**src/design/fpsd_pkg.sv**
```systemverilog
`timescale 1ns / 1ps
`default_nettype none
package fpsd_pkg;
   localparam int MaxIterations = 16;
   localparam int FracBits      = 8;
   localparam int IterWidth     = $clog2(MaxIterations + 1);
   // Scaled operand is a 31-bit positive value shifted by FracBits.
   localparam int DivWidth      = 31 + FracBits;
   localparam int EstWidth      = 32;
   localparam int CntWidth      = $clog2(DivWidth + 1);

   typedef enum logic [2:0] {
      ST_IDLE,
      ST_SQR,
      ST_SUM,
      ST_INIT,
      ST_DIV,
      ST_UPDATE,
      ST_DONE
   } state_type;

   typedef struct packed {
      logic load;
      logic square;
      logic sum;
      logic init;
      logic div_start;
      logic div_step;
      logic update;
   } cmd_type;

   typedef struct packed {
      logic nonpos;
      logic div_last;
      logic converged;
   } stat_type;
endpackage
`default_nettype wire

```
**src/design/fpsd_datapath.sv**
```systemverilog
`timescale 1ns / 1ps
`default_nettype none
module fpsd_datapath
   import fpsd_pkg::*;
(
   input  wire logic                  clock,
   input  wire cmd_type               cmd,
   input  wire logic signed [31:0]    value,
   input  wire logic signed [31:0]    ax,
   input  wire logic signed [31:0]    ay,
   input  wire logic signed [31:0]    bx,
   input  wire logic signed [31:0]    by,
   output stat_type                   stat,
   output logic [30:0]                result
);
   logic signed [31:0] v_ff, v_in, dx_ff, dx_in, dy_ff, dy_in;
   logic [63:0]       sqx_ff, sqx_in, sqy_ff, sqy_in;
   logic [EstWidth-1:0] est_ff, est_in;
   logic [DivWidth-1:0] quo_ff, quo_in;
   logic [EstWidth:0]   rem_ff, rem_in;
   logic [CntWidth-1:0] cnt_ff, cnt_in;
   logic [63:0]       sum;
   logic [EstWidth:0] trial;
   logic [EstWidth:0] next_full;
   logic [EstWidth-1:0] next_est;
   logic [DivWidth-1:0] scaled;

   assign sum       = sqx_ff + sqy_ff;
   assign scaled    = {v_ff[30:0], {FracBits{1'b0}}};
   assign trial     = {rem_ff[EstWidth-1:0], quo_ff[DivWidth-1]} - {1'b0, est_ff};
   // The quotient never exceeds 32 bits, since the estimate stays at or above the root.
   assign next_full = {1'b0, est_ff} + (EstWidth+1)'(quo_ff);
   assign next_est  = next_full[EstWidth:1];

   always_comb begin
      v_in = v_ff; dx_in = dx_ff; dy_in = dy_ff;
      sqx_in = sqx_ff; sqy_in = sqy_ff; est_in = est_ff;
      quo_in = quo_ff; rem_in = rem_ff; cnt_in = cnt_ff;
      if (cmd.load) begin
         v_in   = value;
         dx_in  = ax - bx;
         dy_in  = ay - by;
      end
      if (cmd.square) begin
         sqx_in = 64'(64'(signed'(dx_ff)) * 64'(signed'(dx_ff)));
         sqy_in = 64'(64'(signed'(dy_ff)) * 64'(signed'(dy_ff)));
      end
      if (cmd.sum) v_in = sum[FracBits+31:FracBits];
      if (cmd.init) begin
         est_in = (v_ff > 32'sd256) ? v_ff : 32'd256;
      end
      if (cmd.div_start) begin
         quo_in = scaled;
         rem_in = '0;
         cnt_in = CntWidth'(DivWidth);
      end
      if (cmd.div_step) begin
         // One restoring step: shift the next dividend bit in, try subtract.
         if (!trial[EstWidth]) begin
            rem_in = trial;
            quo_in = {quo_ff[DivWidth-2:0], 1'b1};
         end else begin
            rem_in = {rem_ff[EstWidth-1:0], quo_ff[DivWidth-1]};
            quo_in = {quo_ff[DivWidth-2:0], 1'b0};
         end
         cnt_in = cnt_ff - 1'b1;
      end
      if (cmd.update) est_in = next_est;
   end

   always_ff @(posedge clock) begin
      v_ff <= v_in; dx_ff <= dx_in; dy_ff <= dy_in;
      sqx_ff <= sqx_in; sqy_ff <= sqy_in; est_ff <= est_in;
      quo_ff <= quo_in; rem_ff <= rem_in; cnt_ff <= cnt_in;
   end

   assign stat.nonpos    = (v_ff[31] || v_ff == 32'sd0);
   assign stat.div_last  = (cnt_ff == CntWidth'(1));
   assign stat.converged = (next_est == est_ff);
   assign result         = stat.nonpos ? 31'd0 : est_ff[30:0];
endmodule
`default_nettype wire

```
**src/design/fpsd_control.sv**
```systemverilog
`timescale 1ns / 1ps
`default_nettype none
module fpsd_control
   import fpsd_pkg::*;
(
   input  wire logic     clock,
   input  wire logic     reset,
   input  wire logic     start,
   input  wire logic     command,
   input  wire stat_type stat,
   output cmd_type       cmd,
   output logic          busy,
   output logic          rsp_valid
);
   state_type state_ff, state_in;
   logic [IterWidth-1:0] iter_ff, iter_in;

   always_ff @(posedge clock) begin
      if (reset) begin
         state_ff <= ST_IDLE;
         iter_ff  <= '0;
      end else begin
         state_ff <= state_in;
         iter_ff  <= iter_in;
      end
   end

   always_comb begin
      state_in  = state_ff;
      iter_in   = iter_ff;
      cmd       = '0;
      rsp_valid = 1'b0;
      busy      = (state_ff != ST_IDLE);
      case (state_ff)
         ST_IDLE: begin
            if (start) begin
               cmd.load = 1'b1;
               state_in = command ? ST_SQR : ST_INIT;
            end
         end
         ST_SQR: begin
            cmd.square = 1'b1;
            state_in   = ST_SUM;
         end
         ST_SUM: begin
            cmd.sum  = 1'b1;
            state_in = ST_INIT;
         end
         ST_INIT: begin
            cmd.init      = 1'b1;
            cmd.div_start = 1'b1;
            iter_in       = '0;
            state_in      = stat.nonpos ? ST_DONE : ST_DIV;
         end
         ST_DIV: begin
            cmd.div_step = 1'b1;
            if (stat.div_last) state_in = ST_UPDATE;
         end
         ST_UPDATE: begin
            iter_in = iter_ff + 1'b1;
            if (stat.converged ||
                iter_ff == IterWidth'(MaxIterations - 1)) begin
               if (!stat.converged) cmd.update = 1'b1;
               state_in = ST_DONE;
            end else begin
               cmd.update    = 1'b1;
               cmd.div_start = 1'b1;
               state_in      = ST_DIV;
            end
         end
         ST_DONE: begin
            rsp_valid = 1'b1;
            state_in  = ST_IDLE;
         end
         default: state_in = ST_IDLE;
      endcase
   end
endmodule
`default_nettype wire

```
**src/design/fixed_point_sqrt_and_distance.sv**
```systemverilog
`timescale 1ns / 1ps
`default_nettype none
// Channel   Ports                                   Handshake
// request   req_command, req_value, req_ax..req_by  start && !busy
// response  rsp_result                              rsp_valid, one cycle
//
// For a square root, rsp_valid rises after k Newton steps, counted from the word
// being accepted, where k is 1 to 16; a distance first forms the squares and
// their sum.
// Each step is a division by the 39-bit radix-2 divider followed by an update.
// A nonpositive operand returns 0 right after the initial check.
// Reset is synchronous and returns the controller to idle.
// The receiver cannot stall: each word is shown for exactly one cycle.
module fixed_point_sqrt_and_distance
   import fpsd_pkg::*;
(
   input  wire logic               clock,
   input  wire logic               reset,
   input  wire logic               start,
   output logic                    busy,
   input  wire logic               req_command,
   input  wire logic signed [31:0] req_value,
   input  wire logic signed [31:0] req_ax,
   input  wire logic signed [31:0] req_ay,
   input  wire logic signed [31:0] req_bx,
   input  wire logic signed [31:0] req_by,
   output logic                    rsp_valid,
   output logic [30:0]             rsp_result
);
   cmd_type  cmd;
   stat_type stat;

   // The controller sequences load, squaring, the divider and the update.
   fpsd_control u_control (
      .clock(clock), .reset(reset), .start(start), .command(req_command),
      .stat(stat), .cmd(cmd), .busy(busy), .rsp_valid(rsp_valid)
   );

   // The datapath holds the operand, estimate and the shared divider.
   fpsd_datapath u_datapath (
      .clock(clock), .cmd(cmd), .value(req_value),
      .ax(req_ax), .ay(req_ay), .bx(req_bx), .by(req_by),
      .stat(stat), .result(rsp_result)
   );

   // A response never appears while idle on the cycle before.
   assert property (@(posedge clock) disable iff (reset)
      rsp_valid |-> $past(busy)) else $error("response without work");
   // After a response the block is free.
   assert property (@(posedge clock) disable iff (reset)
      rsp_valid |=> !busy) else $error("busy after response");
   // Accepting a word makes the block busy.
   assert property (@(posedge clock) disable iff (reset)
      (start && !busy) |=> busy) else $error("start not taken");
endmodule
`default_nettype wire
```
**config.mk**
```make
export PLATFORM = sky130hd
export DESIGN_NAME = fixed_point_sqrt_and_distance
export DESIGN_NICKNAME = d
export VERILOG_FILES = /design/src/design/fpsd_pkg.sv /design/src/design/fpsd_datapath.sv /design/src/design/fpsd_control.sv /design/src/design/fixed_point_sqrt_and_distance.sv
export SDC_FILE = /design/constraint.sdc
export NUM_CORES = 2
export LEC_CHECK = 0
export BUFFER_PORTS_ARGS = -buffer_cell sky130_fd_sc_hd__clkbuf_2
export CAP_MARGIN = 20
export CELL_PAD_IN_SITES_DETAIL_PLACEMENT = 1
export CELL_PAD_IN_SITES_GLOBAL_PLACEMENT = 1
export CORE_MARGIN = 2
export CORE_UTILIZATION = 50
export DETAILED_ROUTE_END_ITERATION = 8
export PLACE_DENSITY_LB_ADDON = 0.1
export SLEW_MARGIN = 20
export SYNTH_ARGS = -nofsm -noshare
export SYNTH_HDL_FRONTEND = slang
export SYNTH_SLANG_ARGS = --single-unit
export TNS_END_PERCENT = 1
```
**constraint.sdc**
```tcl
create_clock -name clock -period 38.3 [get_ports clock]
set_input_delay 5.745 -clock clock [delete_from_list [all_inputs] [get_ports clock]]
set_output_delay 5.745 -clock clock [all_outputs]
set_load 0.01 [all_outputs]
```
Yosys cells after proc, flatten, opt, wreduce, memory -nomap -nowiden
Cells that the tools add are included.
{"block": "totals", "register_bits": 293, "latch_bits": 0, "mem_bits_rw": 0, "rom_bits": 0, "in_bits": 164, "output_inout_bits": 33, "elab_cells": 75, "memories": 0}
{"block": "op_classes", "add_sub_neg": 7, "multipliers": 2, "div_mod_pow": 0, "order_cmp": 1, "n_eq_ne": 11, "shifts": 0, "n_mux": 33, "bitwise": 0, "reduce_logical": 10}
{"operator": "$mux 32", "count": 8}
{"operator": "$mul 32x32->40", "count": 2}
{"operator": "$mux 39", "count": 2}
{"operator": "$sub 32x32->32", "count": 2}
{"operator": "$add 40x40->40", "count": 1}
{"operator": "$add 32x33->33", "count": 1}
{"operator": "$sub 33x32->33", "count": 1}
{"operator": "$eq 32x32->1", "count": 1}
{"operator": "$gt 32x10->1 const B", "count": 1}
{"operator": "$logic_not 32->1", "count": 1}
{"operator": "$mux 31", "count": 1}
{"operator": "$pmux 3 s6", "count": 1}
{"operator": "$mux 1", "count": 12}
{"operator": "$mux 6", "count": 2}
{"operator": "$pmux 5 s2", "count": 1}
{"operator": "$eq 3x3->1 const B", "count": 3}
{"operator": "$reduce_bool 2->1", "count": 4}
{"operator": "$eq 3x2->1 const B", "count": 2}
{"operator": "$eq 6x1->1 const B", "count": 1}
{"operator": "$mux 2", "count": 3}
{"operator": "$mux 3", "count": 2}
{"operator": "$sub 6x1->6 const B", "count": 1}
{"operator": "$add 5x1->5 const B", "count": 1}
{"operator": "$eq 5x4->1 const B", "count": 1}
{"operator": "7 further kinds", "count": 9}

Longest topological paths before layout
{"block": "logic_depth", "word_depth": 7, "depth_mapped": 30}

By module
A second synthesis with hierarchy kept.
{"block": "hier_totals", "cells_unflattened": 6171, "hier_area_um2": 60229.0}
{"module": "fpsd_datapath", "n_inst": 1, "cells_each": 6101, "area_per_inst_um2": 59682.2, "seq_area_each_um2": 8438.1}
{"module": "fpsd_control", "n_inst": 1, "cells_each": 70, "area_per_inst_um2": 546.8, "seq_area_each_um2": 160.2}

Worst setup path before layout
OpenSTA, ideal clock, no wires.
{"block": "synth_path", "path_type": "register -> register", "from": "register u_datapath.est_ff[0]", "to": "register u_datapath.cnt_ff[0] (enable)", "setup_ns": 0.776, "arrival_time_ns": 11.969, "t_required_ns": 37.524, "path_slack_ns": 25.555, "stages_incl_launch_ff": 14, "synth_period_minus_slack_ns": 12.745, "cell_sequence": "edfxtp_1 -> and2_1 -> fa_1 -> a21o_1 -> a221oi_2 -> o311a_4 -> o211ai_4 -> a31oi_4 -> o211ai_1 -> a21oi_1 -> xnor3_1 -> and4_1 -> and2_0 -> o311ai_0"}
{"block": "synth_via", "elab_chain_len": 6}
{"item": "from (decl)", "line": "fpsd_datapath.sv:18", "source": "logic [EstWidth-1:0] est_ff, est_in;"}
{"item": "from (signal assigned)", "line": "fpsd_datapath.sv:73", "source": "sqx_ff <= sqx_in; sqy_ff <= sqy_in; est_ff <= est_in;"}
{"item": "$add 32x33->33", "line": "fpsd_datapath.sv:32", "source": "assign next_full = {1'b0, est_ff} + (EstWidth+1)'(quo_ff);"}
{"item": "$eq 32x32->1 *", "line": "fpsd_datapath.sv:79", "source": "assign stat.converged = (next_est == est_ff);"}
{"item": "$logic_or 1x1->1 *", "line": "fpsd_control.sv:61", "source": "if (stat.converged ||"}
{"item": "$mux 1 *", "line": "fpsd_control.sv:61"}
{"item": "$pmux 1 s2 *", "line": "fpsd_control.sv:34", "source": "case (state_ff)"}
{"item": "$reduce_bool 2->1 (no line) *"}
{"item": "to (signal assigned)", "line": "fpsd_datapath.sv:74", "source": "quo_ff <= quo_in; rem_ff <= rem_in; cnt_ff <= cnt_in;"}
{"item": "to (decl)", "line": "fpsd_datapath.sv:21", "source": "logic [CntWidth-1:0] cnt_ff, cnt_in;"}
Mark *: on every way between the ends. The rest lies on a longest branch, timed or not.
A chain may end at the register's enable or synchronous reset.

Worst setup path in the final report
{"block": "layout_path", "from": "register u_datapath.dy_ff[8]", "to": "register u_datapath.sqy_ff[39], data pin"}
{"block": "layout_via", "elab_chain_len": 1}
{"item": "from (decl)", "line": "fpsd_datapath.sv:16", "source": "logic signed [31:0] v_ff, v_in, dx_ff, dx_in, dy_ff, dy_in;"}
{"item": "from (signal assigned)", "line": "fpsd_datapath.sv:72", "source": "v_ff <= v_in; dx_ff <= dx_in; dy_ff <= dy_in;"}
{"item": "$mul 32x32->40", "line": "fpsd_datapath.sv:46", "source": "sqy_in = 64'(64'(signed'(dy_ff)) * 64'(signed'(dy_ff)));"}
{"item": "to (signal assigned)", "line": "fpsd_datapath.sv:73"}
{"item": "to (decl)", "line": "fpsd_datapath.sv:17", "source": "logic [63:0] sqx_ff, sqx_in, sqy_ff, sqy_in;"}
No other way between the ends.

==> out/qor.yml <==
status: "finished clean"
synth-edff-count: 281
critPathArrivalTime_ns: 8.98
drc: 0
ant_nets: 0
design.core.area_mm2: 0.118
hold_viol: 0
drt-met1-wl_um: 70500
cts_tree: "done"
syn2layout_area_growth_pct: 6.99
hold_path_class: "reg2reg"
synth-seq-cells: 289
ys_types: 87
clockBufferDepth: 3
drv_cap: 0
post_cts_buffers: 0
dr.pass1.iters: 5
setup_violations: 0
grt_max_degree: 74
syn_area_per_cell_um2: 9.68
antenna_found_initial: 4
gp_congestion: 0.878
hold_ws_ns: 0.508
postCtsHoldBufs: 0
tightest_slew_ns: 1.09
synthArstFlopShare_pct: 0
grt_pass1_vias: 49200
fillers: 13400
initialDrtViolationCount: 2127
wl_um: 169000
synth_area_mm2: 0.0597
final.setup_skew_ns: 0.0406
synth_fp_nets: 7994
io_pins: 197
yosys_warnings: 0
wire_per_inst_um: 21.6
cts_resized: 0
io_buffer_count: 196
critPathKind: "reg2reg"
cp.required_ns: 38.63
initial_core_util_pct: 50.5
dieArea_mm2: 0.122
clock_sinks: 289
setup_tns_ns: 0
finalCritPeriodShare_pct: 22.6
root_buffer: "clkbuf_16"
dp_hpwl_um: 138000
vias: 42600
cp-start-kind: "flop"
end_kind: "flop"
dr_wl_met3_um: 6050
preCtsSetupSlack_ns: 29.14
cts.clk_slew.worst_paths_ns: 0.06
final_core_util_pct: 54.0
dieHeight_um: 350
finalCriticalPeriod_ns: 8.64
yosysSeqAreaShare_pct: 14.4
drv_slew: 0
drive_above_1_share_pct: 5.94
highest_layer: "met4"
num_rows: 126
vias_per_cell: 5.42
die_w_um: 350
cts_buffers: 40
final_nets: 8108
rsz0062_at_grt: "no"
synth_ff_type: "edfxtp_1"
overflow: 0
clk_latency_ns: 0.63
synthCells: 6167
grt_use_total_pct: 28.9
cts_htree_levels: 2
max_freq_mhz: 116
cp_max_fo: 23
worst_slack_ns: 29.66
wl_met2_um: 87800
slew_headroom_pct: 27.4
grt_first_pass_wirelength_um: 272000
metal layers:
metal / vias up / global-route usage [%]
li1: 19200 / -
met1: 22200 / 36.7
met2: 866 / 52.7
met3: 248 / 2.37
met4: 0 / 8.15
met5: - / 0
area by class of cell:
class                      instances  area, um2  area share (%)
multi-input combinational       4150      44700            69.9
sequential                       289       8600            13.5
inverter                        1541       5780            9.05
tap                             1536       1920            3.01
timing repair buffer             259       1450            2.28
clock buffer                      45       1040            1.63
clock inverter                    27        423           0.662
antenna                            3       7.51          0.0118
cell usage after synthesis (6+ instances only):
master,instances,share of area (%)
and3_1,38,0.40
or3_1,17,0.18
a21oi_1,207,1.7
inv_1,1540,9.7
xnor2_1,216,3.2
nand2_1,559,3.5
nand3_1,60,0.50
a211o_1,9,0.13
fa_1,1181,40
nand2b_1,37,0.39
nand4_1,18,0.19
o21bai_1,24,0.30
nor2_1,170,1.1
clkbuf_1,170,1.1
o31ai_1,14,0.18
o21ai_0,153,1.3
or4_1,6,0.075
nor3b_1,7,0.088
o211a_1,6,0.10
and2_1,395,4.1
a22o_1,29,0.43
xor2_1,81,1.2
o211ai_1,16,0.20
a311oi_1,10,0.15
a31oi_1,12,0.13
o31a_1,7,0.10
a31o_2,10,0.15
nor2b_1,33,0.35
dfxtp_1,8,0.27
o21a_1,41,0.52
nor4_1,13,0.14
a21o_1,80,1.0
xnor3_1,13,0.49
buf_2,10,0.084
or2_2,11,0.12
ha_1,482,10
o41ai_1,8,0.12
edfxtp_1,281,14
a211oi_1,26,0.33
and4_1,9,0.13
o2111ai_1,7,0.10
a2111oi_0,6,0.088
a21boi_0,9,0.11
nor3_1,51,0.43
worst paths after layout:
kind,cells past startpoint,start,slack [ns],to
worst max-delay path,27,u_datapath.dy_ff[8],29.66,u_datapath.sqy_ff[39]
worst min-delay path,2,u_datapath.quo_ff[36],0.51,u_datapath.quo_ff[37]
worst max register to register,27,u_datapath.dy_ff[8],29.66,u_datapath.sqy_ff[39]
worst min register to register,2,u_datapath.quo_ff[36],0.51,u_datapath.quo_ff[37]
state kept, by name (all words and copies together), names as in the netlist:
register            flops
u_datapath.sqy_ff      38
u_datapath.dx_ff       32
u_control.state_ff      3
u_datapath.rem_ff      32
u_datapath.est_ff      32
u_datapath.dy_ff       32
u_datapath.cnt_ff       6
u_control.iter_ff       5
u_datapath.quo_ff      39
u_datapath.v_ff        32
u_datapath.sqx_ff      38
critical path, stage by stage, from the launching register on:
cell and delay [ns]:
edfxtp_1 0.60, buf_4 0.37, and2_1 0.24, fa_1 0.49, inv_1 0.06, fa_1 0.52
inv_1 0.07, fa_1 0.50, inv_1 0.05, fa_1 0.52, inv_1 0.05, ha_1 0.27
ha_1 0.27, inv_1 0.04, fa_1 0.46, fa_1 0.51, inv_1 0.05, ha_1 0.30
o21a_1 0.15, o211ai_1 0.14, or2_2 0.36, o31ai_1 0.50, a31oi_1 0.24, a311oi_1 0.66
a211oi_1 0.27, o31ai_1 0.38, a21oi_1 0.14, xnor2_1 0.13
metrics by stage:
step | instance area, um2 | cells
after detailed placement | 62400 | 7775
final | 63900 | 7850
after global placement | 62400 | 7775
after global routing | 63900 | 7849
after floorplan | 59700 | 6167
after CTS | 63900 | 7847
cell families (layout without fill, tap and decap cells):
kind of cell | after synthesis | in the layout | share of synthesized area [%]
DFF | 289 | 289 | 14.4
buffers and inverters | 1728 | 1872 | 10.9
AOI/OAI and AO/OA | 731 | 731 | 8.11
muxes | 8 | 8 | 0.142
other | 1 | 4 | 0.00628
adders and majority gates | 1663 | 1663 | 49.7
and+or+nand+nor | 1437 | 1437 | 11.9
xor gates and xnor gates | 310 | 310 | 4.85
placed cells by master (no fill, tap or decap), types with 10 or more instances in the layout:
| cell | instances |
|---|---|
| nor2b_1 | 33 |
| inv_1 | 1539 |
| a211oi_1 | 26 |
| o21ai_0 | 153 |
| nor3_1 | 51 |
| edfxtp_1 | 281 |
| a31oi_1 | 12 |
| and3_1 | 37 |
| buf_4 | 63 |
| a311oi_1 | 10 |
| nand4_1 | 18 |
| xor2_1 | 81 |
| a31o_2 | 10 |
| a21o_1 | 79 |
| fa_1 | 1181 |
| or3_1 | 17 |
| xnor2_1 | 216 |
| a22o_1 | 29 |
| or2_2 | 11 |
| o21bai_1 | 24 |
| ha_1 | 482 |
| xnor3_1 | 13 |
| o211ai_1 | 16 |
| nand2b_1 | 37 |
| o31ai_1 | 14 |
| clkbuf_16 | 41 |
| nor4_1 | 13 |
| clkbuf_2 | 196 |
| nand3_1 | 60 |
| a21oi_1 | 206 |
| o21a_1 | 41 |
| nor2_1 | 168 |
| nand2_1 | 556 |
| and2_1 | 395 |
Power is not shown: default switching activity piles up to over one toggle a cycle in this logic, so the estimate is an artifact.
